--- config.mk ---
export PLATFORM = sky130hd
export DESIGN_NAME = mpe_front
export DESIGN_NICKNAME = d
export VERILOG_FILES = /design/src/design/mpe_pkg.sv /design/src/design/mpe_front.sv
export VERILOG_INCLUDE_DIRS = /design/src /design/src/design
export SDC_FILE = /design/constraint.sdc
export NUM_CORES = 2
export LEC_CHECK = 0
export BUFFER_PORTS_ARGS = -buffer_cell sky130_fd_sc_hd__buf_2
export CAP_MARGIN = 20
export CELL_PAD_IN_SITES_DETAIL_PLACEMENT = 1
export CELL_PAD_IN_SITES_GLOBAL_PLACEMENT = 2
export CORE_ASPECT_RATIO = 1.25
export CORE_MARGIN = 2
export CORE_UTILIZATION = 44
export CTS_BUF_LIST = sky130_fd_sc_hd__clkbuf_8 sky130_fd_sc_hd__clkbuf_16
export DETAILED_ROUTE_END_ITERATION = 10
export GPL_TIMING_DRIVEN = 0
export HOLD_SLACK_MARGIN = 0.02
export PLACE_DENSITY_LB_ADDON = 0.12
export SLEW_MARGIN = 25
export SYNTH_ARGS = -nofsm -noshare
export SYNTH_HDL_FRONTEND = slang
export SYNTH_SLANG_ARGS = --single-unit
--- constraint.sdc ---
create_clock -name clk -period 15 [get_ports clk]
set_clock_uncertainty 0.1 [all_clocks]
set_input_delay 1.5 -clock clk [delete_from_list [all_inputs] [get_ports clk]]
set_output_delay 1.5 -clock clk [all_outputs]
set_load 0.01 [all_outputs]
--- src/design/assert_macros.svh ---
// ----------------------------------------------------------------------------
// Assertion macros
// Shared helpers for clocked assertions that are disabled during reset.
// ----------------------------------------------------------------------------
`ifndef ASSERT_MACROS_SVH
`define ASSERT_MACROS_SVH

// Implication checked at every rising clock edge outside reset.
`define ASSERT_CLK(label, prop, msg) \
	label: assert property (@(posedge clk) disable iff (!arst_n) (prop)) else $error(msg);

// Signal that must never be high outside reset.
`define ASSERT_NEVER(label, expr, msg) \
	label: assert property (@(posedge clk) disable iff (!arst_n) !(expr)) else $error(msg);

`endif

--- src/design/mpe_pkg.sv ---
// ----------------------------------------------------------------------------
// Mandelbrot pixel escape package
// Types, constants and helper functions shared by the escape-time block.
// ----------------------------------------------------------------------------
package mpe_pkg;

	localparam int PIX_W     = 10;
	localparam int Q_W       = 32;
	localparam int STEP_W    = 31;
	localparam int ITER_W    = 16;
	localparam int MAG_W     = 34;
	localparam int DELTA_W   = PIX_W + STEP_W;
	localparam int SUM_W     = DELTA_W + 1;
	localparam int PROD_W    = 2 * Q_W;
	localparam int FRAC      = 28;

	localparam int PADDR_W   = 4;
	localparam int PDATA_W   = 32;
	localparam int REG_IDX_W = 2;

	localparam int Q_DEPTH   = 2;
	localparam int QA_W      = (Q_DEPTH > 1) ? $clog2(Q_DEPTH) : 1;
	localparam int QC_W      = $clog2(Q_DEPTH + 1);

	localparam logic [PROD_W-1:0] FOUR_Q56    = 64'h0400_0000_0000_0000;
	localparam logic [MAG_W-1:0]  MAG_MAX     = {MAG_W{1'b1}};
	localparam logic [MAG_W-1:0]  MAG_FOUR_Q28 = 34'h0_4000_0000;

	localparam logic signed [Q_W-1:0]  RST_ORIGIN_RE = -32'sd402653184;
	localparam logic signed [Q_W-1:0]  RST_ORIGIN_IM = 32'sd402653184;
	localparam logic [STEP_W-1:0]      RST_STEP      = 31'd805306;
	localparam logic [ITER_W-1:0]      RST_MAX_ITERS = 16'd100;

	typedef enum logic [REG_IDX_W-1:0] {
		REG_ORIGIN_RE = 2'd0,
		REG_ORIGIN_IM = 2'd1,
		REG_STEP      = 2'd2,
		REG_MAX_ITERS = 2'd3
	} reg_idx_e_t;

	typedef enum logic [1:0] {
		ST_IDLE,
		ST_MUL,
		ST_ADD,
		ST_UPD
	} core_state_t;

	typedef struct packed {
		logic [PIX_W-1:0] pixel_x;
		logic [PIX_W-1:0] pixel_y;
	} pix_in_t;

	typedef struct packed {
		logic [PIX_W-1:0]  out_x;
		logic [PIX_W-1:0]  out_y;
		logic [ITER_W-1:0] iter_count;
		logic [MAG_W-1:0]  magnitude_sq;
		logic              escaped;
	} pix_out_t;

	typedef struct packed {
		logic signed [Q_W-1:0] origin_re;
		logic signed [Q_W-1:0] origin_im;
		logic [STEP_W-1:0]     step;
		logic [ITER_W-1:0]     max_iters;
	} cfg_t;

	typedef struct packed {
		logic [PIX_W-1:0]      x;
		logic [PIX_W-1:0]      y;
		logic signed [Q_W-1:0] c_re;
		logic signed [Q_W-1:0] c_im;
	} c_item_t;

	typedef struct packed {
		logic full;
		logic empty;
	} q_stat_t;

	function automatic logic signed [Q_W-1:0] sat_q(input logic signed [SUM_W-1:0] v);
		logic all_one;
		logic all_zero;
		all_one  = &v[SUM_W-1:Q_W-1];
		all_zero = ~|v[SUM_W-1:Q_W-1];
		if (all_one || all_zero) begin
			sat_q = v[Q_W-1:0];
		end else if (v[SUM_W-1]) begin
			sat_q = {1'b1, {(Q_W-1){1'b0}}};
		end else begin
			sat_q = {1'b0, {(Q_W-1){1'b1}}};
		end
	endfunction

	function automatic logic [MAG_W-1:0] mag_out(input logic [PROD_W-1:0] q56);
		if (|q56[PROD_W-1:FRAC+MAG_W]) begin
			mag_out = MAG_MAX;
		end else begin
			mag_out = q56[FRAC+MAG_W-1:FRAC];
		end
	endfunction

endpackage

--- src/design/mpe_front.sv ---
// ----------------------------------------------------------------------------
// Coordinate front end
// Accepts pixel requests, maps each pixel to its point c in Q4.28 with
// saturation, and pushes the point into the queue.
// ----------------------------------------------------------------------------
`include "assert_macros.svh"

module mpe_front
	import mpe_pkg::*;
(
	input  logic    clk,
	input  logic    arst_n,
	input  cfg_t    cfg,
	input  logic    start,
	output logic    busy,
	input  pix_in_t pixel,
	input  q_stat_t q_stat,
	output logic    push,
	output c_item_t push_data
);

	logic               valid_s1;
	logic [PIX_W-1:0]   x_s1;
	logic [PIX_W-1:0]   y_s1;
	logic [DELTA_W-1:0] dx_s1;
	logic [DELTA_W-1:0] dy_s1;
	logic               valid_s2;
	c_item_t            item_s2;

	logic                    accept;
	logic                    s2_free;
	logic                    advance;
	logic signed [SUM_W-1:0] sum_re;
	logic signed [SUM_W-1:0] sum_im;

	assign push    = valid_s2 && !q_stat.full;
	assign s2_free = !valid_s2 || push;
	assign advance = valid_s1 && s2_free;
	assign busy    = valid_s1 && !s2_free;
	assign accept  = start && !busy;

	assign sum_re = {{(SUM_W-Q_W){cfg.origin_re[Q_W-1]}}, cfg.origin_re}
		+ $signed({1'b0, dx_s1});
	assign sum_im = {{(SUM_W-Q_W){cfg.origin_im[Q_W-1]}}, cfg.origin_im}
		- $signed({1'b0, dy_s1});

	always_ff @(posedge clk) begin
		if (accept) begin
			x_s1  <= pixel.pixel_x;
			y_s1  <= pixel.pixel_y;
			dx_s1 <= DELTA_W'(pixel.pixel_x) * DELTA_W'(cfg.step);
			dy_s1 <= DELTA_W'(pixel.pixel_y) * DELTA_W'(cfg.step);
		end
		if (advance) begin
			item_s2.x    <= x_s1;
			item_s2.y    <= y_s1;
			item_s2.c_re <= sat_q(sum_re);
			item_s2.c_im <= sat_q(sum_im);
		end
	end

	always_ff @(posedge clk or negedge arst_n) begin
		if (!arst_n) begin
			valid_s1 <= 1'b0;
			valid_s2 <= 1'b0;
		end else begin
			valid_s1 <= accept || (valid_s1 && !advance);
			valid_s2 <= advance || (valid_s2 && !push);
		end
	end

	assign push_data = item_s2;

	`ASSERT_CLK(a_push_room, push |-> !q_stat.full, "push into a full queue")

endmodule

After elaboration in Yosys (flattened, before gate mapping) --
Index checks and enable logic that the tools add are counted.
Storage, ports and cells: input port bits 136, bits in latches 0, memory bits (writable) 0, memories 0, flip-flop bits (word level) 188, bits in read-only memories 0
Operators by class: mux-type cells 4, reductions and logical operators 23, $lt $le $gt $ge 0, multipliers 2, divide/modulo/power cells 0, bitwise operators 0, eq/ne operators 0, add/sub/neg operators 2, shift-type cells 0
Operators with widths (number):
- 32-bit 2-to-1 mux | 4
- 10-bit by 31-bit multiplier with 41-bit output | 2
- 42-bit by 41-bit adder with 42-bit output | 1
- 42-bit by 41-bit subtractor with 42-bit output | 1
- 11-bit AND reduction | 2
- 11-bit OR reduction | 2
- 1-bit zero test | 8
- 1-bit logical AND | 6
- 1-bit logical OR | 5

Logic depth before layout (Yosys ltp) --
depth in word-level cells 8, mapped depth 25, mapped depth without buffers 24

Worst setup path after synthesis --
No wires, ideal clock.
path kind input-to-reg, start point input port q_stat[1] in the netlist's numbering, end point register item_s2, in the netlist push_data[0] (enable), arrival time 7601 ps, slack 6645 ps, buffers on the path 0, required time 14246 ps, setup time 654 ps, stages on the path 1, cells stage by stage a21boi_0
Between the ends: word-level cells in the longest chain between the ends 4
RTL lines:
- from (decl) | line mpe_front.sv:17 | input q_stat_t q_stat,
- 1-bit zero test | line mpe_front.sv:36 | assign push = valid_s2 && !q_stat.full;
- 1-bit logical AND | line mpe_front.sv:36
- 1-bit logical OR | line mpe_front.sv:37 | assign s2_free = !valid_s2 || push;
- 1-bit logical AND | line mpe_front.sv:38 | assign advance = valid_s1 && s2_free;
- to (decl) | line mpe_front.sv:28 | c_item_t item_s2;
Every way passes these cells. A chain may end at the register's enable or synchronous reset.

Final worst setup path --
start point input port pixel[3] in the netlist's numbering, end point register dy_s1[40] (data pin)
Between the ends: word-level cells in the longest chain between the ends 1
RTL lines:
- from (decl) | line mpe_front.sv:16 | input pix_in_t pixel,
- 10-bit by 31-bit multiplier with 41-bit output | line mpe_front.sv:52 | dy_s1 <= DELTA_W'(pixel.pixel_y) * DELTA_W'(cfg.step);
- to (signal assigned) | line mpe_front.sv:52
- to (decl) | line mpe_front.sv:26 | logic [DELTA_W-1:0] dy_s1;
Every way passes these cells.

==> impl_metrics.xml <==
<?xml version="1.0" encoding="UTF-8"?>
<metrics>
  <group name="synth">
    <metric name="number_of_register_bits_inferred_by_synthesis" unit="">188</metric>
    <metric name="synth.area.top_cells" unit="">fa_1 (31%), edfxtp_1 (19%), ha_1 (9.8%)</metric>
    <metric name="synth_flop_cell" unit="">edfxtp_1</metric>
    <metric name="post_synth_inst_count" unit="">3134</metric>
    <metric name="cell_type_with_the_largest_total_area_after_synthesis" unit="">fa_1</metric>
    <metric name="ys_async_sr_fraction" unit="%">1.06</metric>
    <metric name="yosys_warnings" unit="">0</metric>
    <metric name="count_of_distinct_cell_types_in_the_synthesized_netlist" unit="">77</metric>
    <metric name="synthesis.area" unit="sq um">29800</metric>
    <metric name="synth_top_cell_area_share" unit="%">31.1</metric>
    <metric name="syn_avg_cell_area" unit="sq um">9.50</metric>
    <metric name="seq_total_area_yosys" unit="%">18.9</metric>
    <metric name="synth_enable_flop_cells" unit="">186</metric>
    <metric name="synth_nets" unit="">3966</metric>
  </group>
  <group name="critical_path">
    <metric name="cp_top_family" unit="">adder cells</metric>
    <metric name="timing.critical_path.to_type" unit="">register</metric>
    <metric name="crit_path_start_kind" unit="">input port</metric>
    <metric name="slowest_delay" unit="ns">0.63</metric>
    <metric name="cp.required" unit="ns">15.15</metric>
    <metric name="timing.critical_path.cells" unit="">buf_2, clkbuf_1, nand2_1, fa_1, inv_1, fa_1, fa_1, fa_1, inv_1, fa_1, inv_1, ha_1, a21o_1, a21o_1, a21oi_1, a211o_1, a311oi_1, o21ai_1, o21ai_1, a41oi_1, o31a_1, nor2b_1, o31ai_1, xnor2_1</metric>
    <metric name="critical_path_buf_inv_count" unit="">5</metric>
    <metric name="cp_max_fo" unit="">10</metric>
    <metric name="worstSetupPathType" unit="">in2reg</metric>
    <metric name="arrival" unit="ns">8.55</metric>
    <metric name="cpMaxStageDelayCell" unit="">clkbuf_1</metric>
    <metric name="timing.critical_path.mode_cell" unit="">fa_1</metric>
  </group>
  <group name="clocking">
    <metric name="clock_tree_from_tritoncts" unit="">yes</metric>
    <metric name="clk-insertion-delay-late" unit="ns">0.50</metric>
    <metric name="cts-htree-levels" unit="">4</metric>
    <metric name="clock_transition_at_the_registers_of_the_reported_paths" unit="ns">0.08</metric>
    <metric name="clock_sink_count" unit="">188</metric>
    <metric name="cts_repair_resize_count" unit="">0</metric>
    <metric name="cts_made_buffers" unit="">17</metric>
    <metric name="cts-root-to-sink-buffers" unit="">2</metric>
    <metric name="clock-root-buffer" unit="">clkbuf_16</metric>
    <metric name="post_cts_buffers" unit="">0</metric>
    <metric name="cts_hold_repair.buffers" unit="">0</metric>
  </group>
  <group name="detailed_routing">
    <metric name="first_drt_iteration_drcs" unit="">1044</metric>
    <metric name="num_vias" unit="">22700</metric>
    <metric name="post_drt_via_cell_ratio" unit="">5.40</metric>
    <metric name="ant_nets" unit="">0</metric>
    <metric name="wl" unit="um">85400</metric>
    <metric name="length_of_the_first_detailed_routing_pass_in_iterations" unit="">5</metric>
    <metric name="avgRoutedWirePerCell" unit="um">20.3</metric>
    <metric name="route.detailed.drc" unit="">0</metric>
  </group>
  <group name="floorplan">
    <metric name="floorplan.rows" unit="">106</metric>
    <metric name="die_x" unit="um">237</metric>
    <metric name="die_height" unit="um">295</metric>
    <metric name="initial_core_util" unit="%">44.5</metric>
    <metric name="core" unit="sq um">67000</metric>
    <metric name="design.portCount" unit="">222</metric>
    <metric name="die_area" unit="sq um">69800</metric>
  </group>
  <group name="global_routing">
    <metric name="first_pass_grt_wire_length" unit="um">136000</metric>
    <metric name="gr-total-overflow" unit="">0</metric>
    <metric name="first_global_vias" unit="">25300</metric>
    <metric name="pin_count_of_the_biggest_net_entering_global_routing" unit="">52</metric>
    <metric name="track_usage" unit="%">25.3</metric>
    <metric name="number_of_antenna_violations_at_the_first_check_in_global_routing" unit="">4</metric>
  </group>
  <group name="placed_design">
    <metric name="io_buffers" unit="">173</metric>
    <metric name="finalWeightedCongestion" unit="">0.865</metric>
    <metric name="place.detailed.hpwl" unit="um">71000</metric>
    <metric name="placement.cell_area" unit="sq um">31900</metric>
  </group>
  <group name="sta">
    <metric name="fin_tns_setup" unit="ns">0</metric>
    <metric name="period_share" unit="%">56.0</metric>
    <metric name="finalHoldViolations" unit="">0</metric>
    <metric name="timing.max_slew.rel_slack" unit="%">40.3</metric>
    <metric name="unrepaired_setup_endpoints_after_global_routing" unit="">no</metric>
    <metric name="timing.final.max_slew_violations" unit="">0</metric>
    <metric name="finalWorstPathRequiredPeriod" unit="ns">8.41</metric>
    <metric name="timing.fmax" unit="MHz">119</metric>
    <metric name="max_slew.worst_pin.slew" unit="ns">0.896</metric>
    <metric name="report.final.setup_viol" unit="">0</metric>
    <metric name="hold_ws" unit="ns">0.326</metric>
  </group>
  <group name="hold_path">
    <metric name="worst_hold_path_type" unit="">reg2reg</metric>
  </group>
  <group name="final_layout">
    <metric name="post_route_cells_drive_above_1_share" unit="%">7.17</metric>
    <metric name="fill_cells" unit="">7725</metric>
    <metric name="flow.area_growth_from_synthesis" unit="%">9.20</metric>
    <metric name="post-route-cell-area" unit="sq um">32500</metric>
    <metric name="finish.net_count" unit="">4164</metric>
    <metric name="final_core_utilization" unit="%">48.5</metric>
  </group>
  <group name="power_and_ir_drop">
    <metric name="leakagePower" unit="nW">15.8</metric>
    <metric name="pwr_density_cell" unit="nW/um^2">216</metric>
    <metric name="power.total" unit="mW">7.03</metric>
    <metric name="ir_worst_vdd" unit="mV">0.129</metric>
  </group>
  <group name="job">
    <metric name="max_cap_viol_count" unit="">0</metric>
  </group>
  <group name="outcome">
    <metric name="outcome" unit="">finished clean</metric>
  </group>
</metrics>
==> cells in the mapped netlist, types with 16 or more instances <==
| cell type | count |
|---|---|
| nand3_1 | 27 |
| nand2_1 | 373 |
| nor2_1 | 68 |
| o21bai_1 | 25 |
| and3_1 | 16 |
| a21oi_1 | 160 |
| o21a_1 | 16 |
| nand2b_1 | 22 |
| xnor2_1 | 86 |
| a21o_1 | 107 |
| and2_1 | 329 |
| nand4_1 | 21 |
| fa_1 | 462 |
| nor2b_1 | 17 |
| xor2_1 | 56 |
| mux2i_1 | 31 |
| inv_1 | 511 |
| ha_1 | 234 |
| clkbuf_1 | 149 |
| o21ai_0 | 60 |
| edfxtp_1 | 186 |
==> placed cells by master (no fill, tap or decap), types with 25 or more instances in the layout <==
cell / n
o21ai_0: 60
a21oi_1: 160
clkbuf_1: 149
a21o_1: 107
inv_1: 513
o21bai_1: 25
xor2_1: 56
nand3_1: 27
buf_2: 176
xnor2_1: 86
nor2_1: 68
edfxtp_1: 186
fa_1: 462
mux2i_1: 31
nand2_1: 373
and2_1: 328
ha_1: 234
==> path summary, 6_finish.rpt <==
path / start / end / slack [ns] / cells past startpoint
hold / removal: y_s1[7] / push_data[71] / 0.33 / 0
setup / recovery: pixel[3] / dy_s1[40] / 6.59 / 24
hold reg to reg: y_s1[7] / push_data[71] / 0.33 / 0
max in group asynchronous: arst_n / valid_s1 / 14.03 / 1
setup reg to reg: dx_s1[0] / push_data[33] / 9.83 / 16
min in group asynchronous: arst_n / valid_s2 / 0.67 / 1
==> through the flow <==
step / setup slack (ns) / std cells
2_1_floorplan: 6.65 / 3134
3_3_place_gp: 2.96 / 4171
3_5_place_dp: 6.17 / 4177
4_1_cts: 6.71 / 4209
5_1_grt: 6.32 / 4212
6_report: 6.59 / 4212
==> flip-flops by register name (all words and copies together), names as in the netlist <==
name	cells
y_s1	10
dx_s1	41
dy_s1	41
push_data	84
valid_s1	1
valid_s2	1
x_s1	10
==> cell type report <==
type | instances | area, sq um | area share (%)
multi-input combinational | 2279 | 21600 | 66.5
sequential | 188 | 5640 | 17.3
inverter | 511 | 1920 | 5.90
tap | 864 | 1080 | 3.33
timing repair buffer | 179 | 1030 | 3.17
buffer | 156 | 623 | 1.92
clock buffer | 20 | 467 | 1.44
clock inverter | 12 | 138 | 0.423
antenna | 3 | 7.51 | 0.0231
==> cell families (layout without fill, tap and decap cells) <==
logic type	count (synthesis)	after routing	share of synthesized area, %
buffers and inverters	667	878	8.54
AO/OA/AOI/OAI	486	486	10.7
XOR/XNOR	143	143	4.23
adder cells (fa/ha/maj)	696	696	40.9
other	0	3	0
AND/OR/NAND/NOR	923	923	15.6
flip-flops	188	188	18.9
multiplexers	31	31	1.04
==> routing by layer <==
| layer | share of wire (%) | vias up | wire (um) | track usage [%] |
|---|---|---|---|---|
| met3 | 4.6 | 95 | 3910 | 3.72 |
| met5 | 0.015 | - | 13 | 0 |
| met1 | 42 | 11800 | 35900 | 31.9 |
| met2 | 51 | 413 | 43800 | 45.2 |
| met4 | 2.1 | 2 | 1830 | 6.98 |
| li1 | - | 10400 | - | - |
==> where the power goes <==
| group | total, mW | switching, mW | internal, mW |
|---|---|---|---|
| logic | 5.47 | 3.14 | 2.33 |
| registers | 1.06 | 0.0466 | 1.01 |
| clock network | 0.498 | 0.237 | 0.261 |
| total | 7.03 | 3.42 | 3.60 |
Power figures use the tool's default switching activity.
