<file path="src/design/assert_macros.svh">
// ----------------------------------------------------------------------------
// Assertion macros
// Shared helpers for clocked assertions that are disabled during reset.
// ----------------------------------------------------------------------------
`ifndef ASSERT_MACROS_SVH
`define ASSERT_MACROS_SVH

// Implication checked at every rising clock edge outside reset.
`define ASSERT_CLK(label, prop, msg) \
	label: assert property (@(posedge clk) disable iff (!arst_n) (prop)) else $error(msg);

// Signal that must never be high outside reset.
`define ASSERT_NEVER(label, expr, msg) \
	label: assert property (@(posedge clk) disable iff (!arst_n) !(expr)) else $error(msg);

`endif

</file>
<file path="src/design/mpe_pkg.sv">
// ----------------------------------------------------------------------------
// Mandelbrot pixel escape package
// Types, constants and helper functions shared by the escape-time block.
// ----------------------------------------------------------------------------
package mpe_pkg;

	localparam int PIX_W     = 10;
	localparam int Q_W       = 32;
	localparam int STEP_W    = 31;
	localparam int ITER_W    = 16;
	localparam int MAG_W     = 34;
	localparam int DELTA_W   = PIX_W + STEP_W;
	localparam int SUM_W     = DELTA_W + 1;
	localparam int PROD_W    = 2 * Q_W;
	localparam int FRAC      = 28;

	localparam int PADDR_W   = 4;
	localparam int PDATA_W   = 32;
	localparam int REG_IDX_W = 2;

	localparam int Q_DEPTH   = 2;
	localparam int QA_W      = (Q_DEPTH > 1) ? $clog2(Q_DEPTH) : 1;
	localparam int QC_W      = $clog2(Q_DEPTH + 1);

	localparam logic [PROD_W-1:0] FOUR_Q56    = 64'h0400_0000_0000_0000;
	localparam logic [MAG_W-1:0]  MAG_MAX     = {MAG_W{1'b1}};
	localparam logic [MAG_W-1:0]  MAG_FOUR_Q28 = 34'h0_4000_0000;

	localparam logic signed [Q_W-1:0]  RST_ORIGIN_RE = -32'sd402653184;
	localparam logic signed [Q_W-1:0]  RST_ORIGIN_IM = 32'sd402653184;
	localparam logic [STEP_W-1:0]      RST_STEP      = 31'd805306;
	localparam logic [ITER_W-1:0]      RST_MAX_ITERS = 16'd100;

	typedef enum logic [REG_IDX_W-1:0] {
		REG_ORIGIN_RE = 2'd0,
		REG_ORIGIN_IM = 2'd1,
		REG_STEP      = 2'd2,
		REG_MAX_ITERS = 2'd3
	} reg_idx_e_t;

	typedef enum logic [1:0] {
		ST_IDLE,
		ST_MUL,
		ST_ADD,
		ST_UPD
	} core_state_t;

	typedef struct packed {
		logic [PIX_W-1:0] pixel_x;
		logic [PIX_W-1:0] pixel_y;
	} pix_in_t;

	typedef struct packed {
		logic [PIX_W-1:0]  out_x;
		logic [PIX_W-1:0]  out_y;
		logic [ITER_W-1:0] iter_count;
		logic [MAG_W-1:0]  magnitude_sq;
		logic              escaped;
	} pix_out_t;

	typedef struct packed {
		logic signed [Q_W-1:0] origin_re;
		logic signed [Q_W-1:0] origin_im;
		logic [STEP_W-1:0]     step;
		logic [ITER_W-1:0]     max_iters;
	} cfg_t;

	typedef struct packed {
		logic [PIX_W-1:0]      x;
		logic [PIX_W-1:0]      y;
		logic signed [Q_W-1:0] c_re;
		logic signed [Q_W-1:0] c_im;
	} c_item_t;

	typedef struct packed {
		logic full;
		logic empty;
	} q_stat_t;

	function automatic logic signed [Q_W-1:0] sat_q(input logic signed [SUM_W-1:0] v);
		logic all_one;
		logic all_zero;
		all_one  = &v[SUM_W-1:Q_W-1];
		all_zero = ~|v[SUM_W-1:Q_W-1];
		if (all_one || all_zero) begin
			sat_q = v[Q_W-1:0];
		end else if (v[SUM_W-1]) begin
			sat_q = {1'b1, {(Q_W-1){1'b0}}};
		end else begin
			sat_q = {1'b0, {(Q_W-1){1'b1}}};
		end
	endfunction

	function automatic logic [MAG_W-1:0] mag_out(input logic [PROD_W-1:0] q56);
		if (|q56[PROD_W-1:FRAC+MAG_W]) begin
			mag_out = MAG_MAX;
		end else begin
			mag_out = q56[FRAC+MAG_W-1:FRAC];
		end
	endfunction

endpackage

</file>
<file path="src/design/mpe_fifo.sv">
// ----------------------------------------------------------------------------
// Point queue
// Short first-in first-out queue that holds mapped points between the
// coordinate front end and the iteration core.
// ----------------------------------------------------------------------------
`include "assert_macros.svh"

module mpe_fifo
	import mpe_pkg::*;
(
	input  logic    clk,
	input  logic    arst_n,
	input  logic    push,
	input  c_item_t push_data,
	input  logic    pop,
	output c_item_t pop_data,
	output q_stat_t stat
);

	c_item_t         mem_q [Q_DEPTH];
	logic [QA_W-1:0] wr_ptr_q;
	logic [QA_W-1:0] rd_ptr_q;
	logic [QC_W-1:0] cnt_q;

	function automatic logic [QA_W-1:0] next_ptr(input logic [QA_W-1:0] p);
		if (p == QA_W'(Q_DEPTH - 1)) begin
			next_ptr = '0;
		end else begin
			next_ptr = p + 1'b1;
		end
	endfunction

	always_ff @(posedge clk) begin
		if (push) begin
			mem_q[wr_ptr_q] <= push_data;
		end
	end

	always_ff @(posedge clk or negedge arst_n) begin
		if (!arst_n) begin
			wr_ptr_q <= '0;
			rd_ptr_q <= '0;
			cnt_q    <= '0;
		end else begin
			if (push) begin
				wr_ptr_q <= next_ptr(wr_ptr_q);
			end
			if (pop) begin
				rd_ptr_q <= next_ptr(rd_ptr_q);
			end
			if (push && !pop) begin
				cnt_q <= cnt_q + 1'b1;
			end else if (pop && !push) begin
				cnt_q <= cnt_q - 1'b1;
			end
		end
	end

	assign pop_data   = mem_q[rd_ptr_q];
	assign stat.full  = (cnt_q == QC_W'(Q_DEPTH));
	assign stat.empty = (cnt_q == '0);

	`ASSERT_CLK(a_cnt_bound, cnt_q <= QC_W'(Q_DEPTH), "queue count exceeds depth")

endmodule

</file>
<file path="config.mk">
export PLATFORM = sky130hd
export DESIGN_NAME = mpe_fifo
export DESIGN_NICKNAME = d
export VERILOG_FILES = /design/src/design/mpe_pkg.sv /design/src/design/mpe_fifo.sv
export VERILOG_INCLUDE_DIRS = /design/src /design/src/design
export SDC_FILE = /design/constraint.sdc
export NUM_CORES = 1
export LEC_CHECK = 0
export ABC_AREA = 1
export BUFFER_PORTS_ARGS = -buffer_cell sky130_fd_sc_hd__buf_4
export CAP_MARGIN = 30
export CORE_MARGIN = 3
export CORE_UTILIZATION = 30
export DETAILED_ROUTE_END_ITERATION = 12
export PLACE_DENSITY_LB_ADDON = 0.08
export SLEW_MARGIN = 10
export SYNTH_ARGS = -nofsm -noshare
export SYNTH_HDL_FRONTEND = slang
export SYNTH_SLANG_ARGS = --single-unit
</file>
<file path="constraint.sdc">
create_clock -name clk -period 5.9 [get_ports clk]
set_clock_uncertainty 0.1 [all_clocks]
set_input_delay 0.295 -clock clk [delete_from_list [all_inputs] [get_ports clk]]
set_output_delay 0.295 -clock clk [all_outputs]
set_load 0.005 [all_outputs]
</file>
=== Word-level counts from Yosys, hierarchy flattened ===
Memories as Yosys holds them, arrays and structs flattened.
Cells that the tools add are included.

* Flip-flop bits (word level): 4
* RAM bits: 168
* Input port bits: 88
* Output and inout bits: 86
* Logic and storage cells: 21
* Memories: 1

* Add/subtract/negate cells: 4
* Equal/unequal tests: 1
* Multiplexer cells: 6
* Reduce and logical (&&, ||, !) cells: 6

{| class="wikitable"
|+ Memories
! memory !! depth !! bits a word !! rd ports !! clocked after memory_dff !! wr ports !! line !! source
|-
| mem_q || 2 || 84 || 1 || 0 || 1 || mpe_fifo.sv:20 || <nowiki>c_item_t mem_q [Q_DEPTH];</nowiki>
|}

{| class="wikitable"
|+ Operators by type and width
! kind !! number
|-
| $mux 1 || 4
|-
| $mux 2 || 2
|-
| $add 1x1->1 const B || 2
|-
| $add 2x1->2 const B || 1
|-
| $eq 2x2->1 const B || 1
|-
| $logic_and 1x1->1 || 2
|-
| $logic_not 1->1 || 2
|-
| $logic_not 2->1 || 1
|-
| $reduce_bool 2->1 || 1
|-
| $sub 2x1->2 const B || 1
|}

=== Longest topological paths before layout ===
Gate-level depths: netlist of the first run.

* Depth after elaboration: 4
* Depth in mapped cells: 7
* Depth with buffers taken out: 7

=== Worst setup path before layout of the first run ===
No wires, ideal clock.

* Kind: register to register
* Start: register wr_ptr_q
* End: memory mem_q[0][0] in the netlist's numbering, enable pin
* Setup time: 0.529 ns
* Arrival: 3.913 ns
* Path slack: 1.358 ns
* Stages on the path, launching flop included: 2
* Buffers on the path: 0
* Clock period less this slack: 4.542 ns
* Path through: dfrtp_1 > nor2_1

{| class="wikitable"
|+ RTL lines
! item !! line !! source
|-
| from (decl) || mpe_fifo.sv:21 || <nowiki>logic [QA_W-1:0] wr_ptr_q;</nowiki>
|-
| from (signal assigned) || mpe_fifo.sv:46 || <nowiki>wr_ptr_q <= next_ptr(wr_ptr_q);</nowiki>
|-
| to (decl) || mpe_fifo.sv:20 ||
|}

Straight into the memory's write port.

==> results.env, run 1 <==
RUN_STATUS='completed'
CRITPATHMAXSTAGEDELAY_NS=0.86
CTS.SINKS=172
SYNTH.DISTINCT_CELLS=15
AVGROUTEDWIREPERCELL_UM=15.27
DRT-INITIAL-DRC-COUNT=134
NETS=650
POWER.STATIC_LEAKAGE_nW=3.523
FIN_WS_NS=3.043
CRITICAL_PATH_CLASS='reg -> out'
HOLD_VIOLATIONS=0
FIRST_PASS_GRT_WIRE_LENGTH_UM=20000
POWER_DENSITY_nW_PER_UM2=410.0
FINAL_REPLACE_WEIGHTED_CONGESTION=0.6596
POWER_REPORT.INTERNAL_TOTAL_mW=2.781
POSTSYNTHAREAPERCELL_UM2=21.94
FINALWORSTPATHREQUIREDPERIOD_NS=2.857
CRIT_PATH_END='pop_data[13]'
CRIT_ARRIVAL_NS=2.46
DPL_WS_NS=3.387
SEQUENTIALPOWERSHARE_PCT=45.4
FINALSETUPVIOLATIONS=0
DRTPASS1ITERATIONS=4
FINAL_ANTENNA_NET_COUNT=0
VIAS=3501
GRT.OVERFLOW.TOTAL=0
BUFFER_LEVELS_ON_THE_LONGEST_CLOCK_PATH=2
IO_BUFFERS=173
WORST_SLEW_MARGIN_REL_PCT=54.38
CRITICAL_PATH_REQUIRED_NS=5.51
WORST_R2R_DST='mem_q[0][10]'
DRV_CAP=0
DIE-WIDTH_UM=150.6
YS_SEQ_AREA_SHARE_PCT=81.98
DIEHEIGHT_UM=150.6
CTS_HOLD_REPAIR.BUFFERS=87
SWSHARE_PCT=27.33
DP.CELLS=723
YS_TOP_CELLS_BY_AREA='sky130_fd_sc_hd__edfxtp_1 (80%), sky130_fd_sc_hd__mux2_1 (9.0%), sky130_fd_sc_hd__mux2_2 (6.1%), sky130_fd_sc_hd__dfrtp_1 (1.6%), sky130_fd_sc_hd__buf_6 (0.90%)'
YOSYSTOPAREACELLSHARE_PCT=80.38
FINAL_HOLD_SLACK_NS=0.1355
YOSYS.AREA.TOP_TYPE='sky130_fd_sc_hd__edfxtp_1'
CTS.REPORTEDPATHS.CLKPINSLEW_NS=0.06
POST-ROUTE-DRC-COUNT=0
R2R_START='wr_ptr_q'
PLACED_AREA_UM2=7870
IR_WORST_VDD_uV=216.2
N_FILL_CELL=1810
CP_CELL_SEQUENCE='buf_4 -> mux2_1 -> buf_4'
TIMING_MAX_TRANSITION_VIOLATIONS_FINAL=0
WORSTSKEWPAIRLATENCY_NS=0.41
LAYOUT.CELL_AREA.NON_FILLER_UM2=9333
POSTCTSRESIZEDCELLS=0
FINAL_CELLS=844
PLACEMENT_ROWS=52
CTS-BUFFERS-INSERTED=17
SETUP.REG_TO_REG.WORST_SLACK_NS=3.72
MIN_PERIOD_OVER_PERIOD_PCT=48.42
SYNTH_CELLS=286
DETAIL_ROUTE.VIAS_PER_CELL=4.148
SYNTHESIS.YOSYS.WARNINGS=0
CRITPATHLAUNCHTYPE='flop'
CP-END-KIND='primary output'
GRT_MAX_DEGREE=66
POWER_FRAC_COMB_PCT=27.7
VIA_COUNT_OF_THE_FIRST_GLOBAL_ROUTING_PASS=3833
POSTCTSSETUPBUFFERS=0
TRACK_USAGE_PCT=11.58
POSTROUTEWIRELENGTH_UM=12890
R2R.WORST_PATH.CELLS=3
CLOCK.FMAX_MHz=350.0
P_CLK_SHARE_PCT=26.8
DRIVE_GT1_SHARE_PCT=42.68
RSZ0062_AT_GRT='false'
AREAGROWTHSYNTHTOFINISH_PCT=48.70
EFFECTIVE_UTILIZATION_AT_FLOORPLAN_PCT=30.82
CRITPATHMAXFANOUT=45
FLOORPLAN.IO_PINS=174
CP-STARTPOINT='rd_ptr_q'
FP.DIEAREA_UM2=22690
SYNTH-SEQ-CELLS=172
SYNTH_NETS=375
POWER.NET_SWITCHING_mW=1.046
TRITONCTS='yes'
CTS.HTREE.LEVELS=4
CELL_AREA_AFTER_SYNTHESIS_UM2=6276
COREAREA_UM2=20360
TOTALNEGATIVESETUPSLACK_NS=0
SLOWEST_STAGE='sky130_fd_sc_hd__dfrtp_4'
ANTENNA_FOUND_INITIAL=0
CLOCKROOTBUFFER='sky130_fd_sc_hd__clkbuf_16'
HP-CLASS='in -> async'
DP_HPWL_UM=7843
WORST_PIN_SLEW_NS=0.6844
MOST_COMMON_CELL_TYPE_ON_THE_CRITICAL_PATH='sky130_fd_sc_hd__buf_4'
ANTENNA_CELLS_INSERTED=0
[logic make-up after synthesis]
group,after synthesis,synth area share (%)
xor+xnor,3,0.4187
fa+ha+maj,1,0.1993
buf+inv,16,1.675
flops,172,81.98
mux,84,15.07
simple gates,10,0.6579
[cell usage in the layout, fill, tap and decap left out, drive strengths merged, types with 4 or more instances in the layout]
cell type,Yosys,routed
dfrtp,4,4
dlygate4sd3,0,87
inv,7,11
buf,9,178
edfxtp,168,168
clkbuf,0,19
clkinv,0,6
nand2,5,5
mux2,84,84
[synth_stat cells]
library cell and instances:
sky130_fd_sc_hd__inv_1 7, sky130_fd_sc_hd__buf_2 3, sky130_fd_sc_hd__xor2_1 2, sky130_fd_sc_hd__nand4_1 1, sky130_fd_sc_hd__nand3_1 1, sky130_fd_sc_hd__buf_6 5
sky130_fd_sc_hd__ha_1 1, sky130_fd_sc_hd__nor2_1 3, sky130_fd_sc_hd__dfrtp_1 4, sky130_fd_sc_hd__buf_4 1, sky130_fd_sc_hd__mux2_1 50, sky130_fd_sc_hd__edfxtp_1 168
sky130_fd_sc_hd__xnor2_1 1, sky130_fd_sc_hd__mux2_2 34, sky130_fd_sc_hd__nand2_1 5
[worst max-delay path: cells and delay by family (launching register included)]
| kind | cells | cell delay, ns |
|---|---|---|
| DFF | 1 | 0.86 |
| buffers and inverters | 2 | 0.76 |
| muxes | 1 | 0.41 |
[per-stage QoR]
| stage | power [mW] | util [%] |
|---|---|---|
| detailed placement | 2.802 | 38.65 |
| finish | 3.826 | 45.83 |
| CTS | 3.901 | 45.59 |
| global route | 4.059 | 45.83 |
| global placement | 2.793 | 38.65 |
| floorplan | 2.257 | - |
[cell type report]
| cell class | instances | area, µm² | share of cell area (%) |
|---|---|---|---|
| Timing Repair Buffer | 265 | 2240 | 24.00 |
| Clock inverter | 13 | 111.4 | 1.193 |
| Tap cell | 270 | 337.8 | 3.620 |
| Sequential cell | 172 | 5149 | 55.17 |
| Multi-Input combinational cell | 98 | 1033 | 11.07 |
| Clock buffer | 19 | 432.9 | 4.639 |
| Inverter | 7 | 28.78 | 0.3084 |
[worst min-delay path by stage]
stage / to / startpoint / slack, ns
floorplan: cnt_q[0] / arst_n / -0.10
global placement: cnt_q[0] / arst_n / -0.005
CTS: wr_ptr_q / arst_n / 0.10
global route: wr_ptr_q / arst_n / 0.13
finish: wr_ptr_q / arst_n / 0.14
detailed placement: wr_ptr_q / arst_n / -0.003
[sequential cells by signal (all words and copies together), names as in the netlist]
signal and count:
cnt_q 2, mem_q 168, rd_ptr_q 1, wr_ptr_q 1
[power by group through the flow]
| stage | clock [mW] | sequential (mW) | combinational (mW) |
|---|---|---|---|
| 3_3_place_gp | 0 | 1.77 | 1.02 |
| 6_report | 1.03 | 1.74 | 1.06 |
| 2_1_floorplan | 0 | 1.71 | 0.549 |
| 4_1_cts | 1.07 | 1.75 | 1.08 |
| 5_1_grt | 1.12 | 1.77 | 1.17 |
| 3_5_place_dp | 0 | 1.78 | 1.02 |
[layer usage]
layer	vias to the layer above	share of wire (%)	track usage, %
li1	1671	-	-
met1	1713	44	14.28
met2	108	49	19.29
met3	9	6.5	4.034
met4	0	0.99	3.400
met5	-	0	0
No activity file was read; power rests on OpenSTA's default activity.
==> run 2: changes to the inputs <==
clock period = 2.3 ns   (was 5.9 ns; I/O delays follow)
==> run 2 against run 1 <==
Effect of this change:
- clock power rose to 2.7 times the previous value
- worst hold slack better by 0.18 ns
- flip-flop and latch count unchanged
- global-route usage up 0.16 points
- final area up 1.0%
==> results.env, run 2 (synthesized netlist as in run 1, its figures left out) <==
CP_NUM_BUF_INV=2
FIN_WS_NS=0.2172
MIN_PERIOD_OVER_PERIOD_PCT=90.56
POST-ROUTE-DRC-COUNT=0
SLOWEST_STAGE='sky130_fd_sc_hd__dfrtp_4'
DIEHEIGHT_UM=150.6
R2R_START='wr_ptr_q'
CRITPATHMAXSTAGEDELAY_NS=0.62
CTS_HOLD_REPAIR.BUFFERS=88
BUFFER_LEVELS_ON_THE_LONGEST_CLOCK_PATH=2
REGMOSTFLOPS='mem_q'
FIRST_PASS_GRT_WIRE_LENGTH_UM=19880
FINAL_REPLACE_WEIGHTED_CONGESTION=0.7188
MOST-COMMON-LAYOUT-CELLS='sky130_fd_sc_hd__buf_4 (174), sky130_fd_sc_hd__edfxtp_1 (168), sky130_fd_sc_hd__dlygate4sd3_1 (88), sky130_fd_sc_hd__mux2_1 (50), sky130_fd_sc_hd__mux2_2 (34)'
NETS=653
POSTCTSRESIZEDCELLS=0
RSZ0062_AT_GRT='false'
DETAIL_ROUTE.VIAS_PER_CELL=4.149
FINAL_ANTENNA_NET_COUNT=0
POWER.STATIC_LEAKAGE_nW=3.555
TOTALNEGATIVESETUPSLACK_NS=0
DRIVE_GT1_SHARE_PCT=42.63
HP-CLASS='in -> reg'
VIA_COUNT_OF_THE_FIRST_GLOBAL_ROUTING_PASS=3859
MOSTFREQUENTLAYOUTCELL='sky130_fd_sc_hd__buf_4'
DIE-WIDTH_UM=150.6
CRITPATHLAUNCHTYPE='flop'
TIMING.CRITICAL_PATH.MAX_DELAY_FAMILY='flip-flops'
POSTCTSSETUPBUFFERS=0
PLACEMENT_ROWS=52
TRITONCTS='yes'
CLOCKROOTBUFFER='sky130_fd_sc_hd__clkbuf_16'
EFFECTIVE_UTILIZATION_AT_FLOORPLAN_PCT=30.82
TOTAL_POWER_mW=10.05
CRITICAL_PATH_REQUIRED_NS=2.09
WORSTSKEWPAIRLATENCY_NS=0.42
FINALWORSTPATHREQUIREDPERIOD_NS=2.083
CTS.SINKS=172
TRACK_USAGE_PCT=11.74
WORST_HOLD_STARTPOINT='push_data[64]'
FIN_UTIL_PCT=46.30
WORST_SLEW_MARGIN_REL_PCT=69.27
CTS.HTREE.LEVELS=4
DP_HPWL_UM=8465
AREAGROWTHSYNTHTOFINISH_PCT=50.24
CRITICAL_PATH_CLASS='reg -> out'
ANTENNA_FOUND_INITIAL=0
CRITPATHMAXFANOUT=36
GRT_MAX_DEGREE=40
RUN_STATUS='completed'
PLACED_AREA_UM2=7976
HOLD_VIOLATIONS=0
CP-END-KIND='primary output'
IO_BUFFERS=173
WORST_PIN_SLEW_NS=0.4600
FP.DIEAREA_UM2=22690
CTS.REPORTEDPATHS.CLKPINSLEW_NS=0.07
CP_CELL_SEQUENCE='buf_12 -> mux2_1 -> buf_4'
IR_WORST_VDD_uV=530.1
DRT-INITIAL-DRC-COUNT=125
FINAL_HOLD_SLACK_NS=0.3181
DPL_WS_NS=0.5522
FINALSETUPVIOLATIONS=0
CRIT_ARRIVAL_NS=1.87
CTS-BUFFERS-INSERTED=17
DRTPASS1ITERATIONS=4
CLOCK.FMAX_MHz=480.1
COREAREA_UM2=20360
ANTENNA_CELLS_INSERTED=0
CP-STARTPOINT='rd_ptr_q'
LARGESTREGISTERS='mem_q (168), cnt_q (2)'
TIMING_MAX_TRANSITION_VIOLATIONS_FINAL=0
SETUP.REG_TO_REG.WORST_SLACK_NS=0.61
LARGEST_REG_FLOPS=168
VIAS=3514
AVGROUTEDWIREPERCELL_UM=15.56
POWER_DENSITY_nW_PER_UM2=1066
GRT.OVERFLOW.TOTAL=0
FLOORPLAN.IO_PINS=174
FINAL_CELLS=847
DRV_CAP=0
DP.CELLS=727
LAYOUT.CELL_AREA.NON_FILLER_UM2=9429
POSTROUTEWIRELENGTH_UM=13180
## run 2: cell types whose count changed in the layout (fill, tap and decap cells not counted), moves of 2 or more
| cell | previous run | this run |
|---|---|---|
| sky130_fd_sc_hd__buf_4 | 176 | 174 |
| sky130_fd_sc_hd__buf_12 | 1 | 6 |
| sky130_fd_sc_hd__bufinv_16 | 0 | 2 |
| sky130_fd_sc_hd__clkinvlp_4 | 3 | 5 |
| sky130_fd_sc_hd__inv_6 | 2 | 4 |
| sky130_fd_sc_hd__inv_8 | 2 | 0 |
| sky130_fd_sc_hd__clkinv_4 | 5 | 0 |
## run 2: where the power goes
| part | switching, mW | internal, mW | leakage (nW) | total, mW |
|---|---|---|---|---|
| clock network | 1.15 | 1.60 | 0.268 | 2.76 |
| logic | 1.28 | 1.65 | 1.66 | 2.93 |
| registers | 0.205 | 4.16 | 1.62 | 4.36 |
## run 2: worst paths after layout
check,to,depth (start not counted)
setup / recovery,pop_data[29],3
hold / removal,mem_q[1][64],2
setup reg to reg,mem_q[1][9],3
hold reg to reg,cnt_q[1],2
max in group asynchronous,rd_ptr_q,3
min in group asynchronous,wr_ptr_q,3
## run 2: worst register-to-register path, delay by kind of cell (launching register included)
kind          cells  cell delay [ns]
flops             1             0.43
buf+inv           2             0.76
simple gates      1             0.13
## run 2: final cells by class
class,count,area (µm²)
repair buffers,268,2307
multi-input cells,98,1033
clock buffers,19,432.9
well taps,270,337.8
flip-flops and latches,172,5149
inverters,7,30.03
clock inverters,13,138.9
fillers,1791,10940
## run 2: metal layers
metal | wire length [µm] | global-route usage, %
met5 | 0 | 0
met4 | 219 | 4.624
met3 | 966 | 4.425
met2 | 6333 | 19.11
met1 | 5664 | 14.16
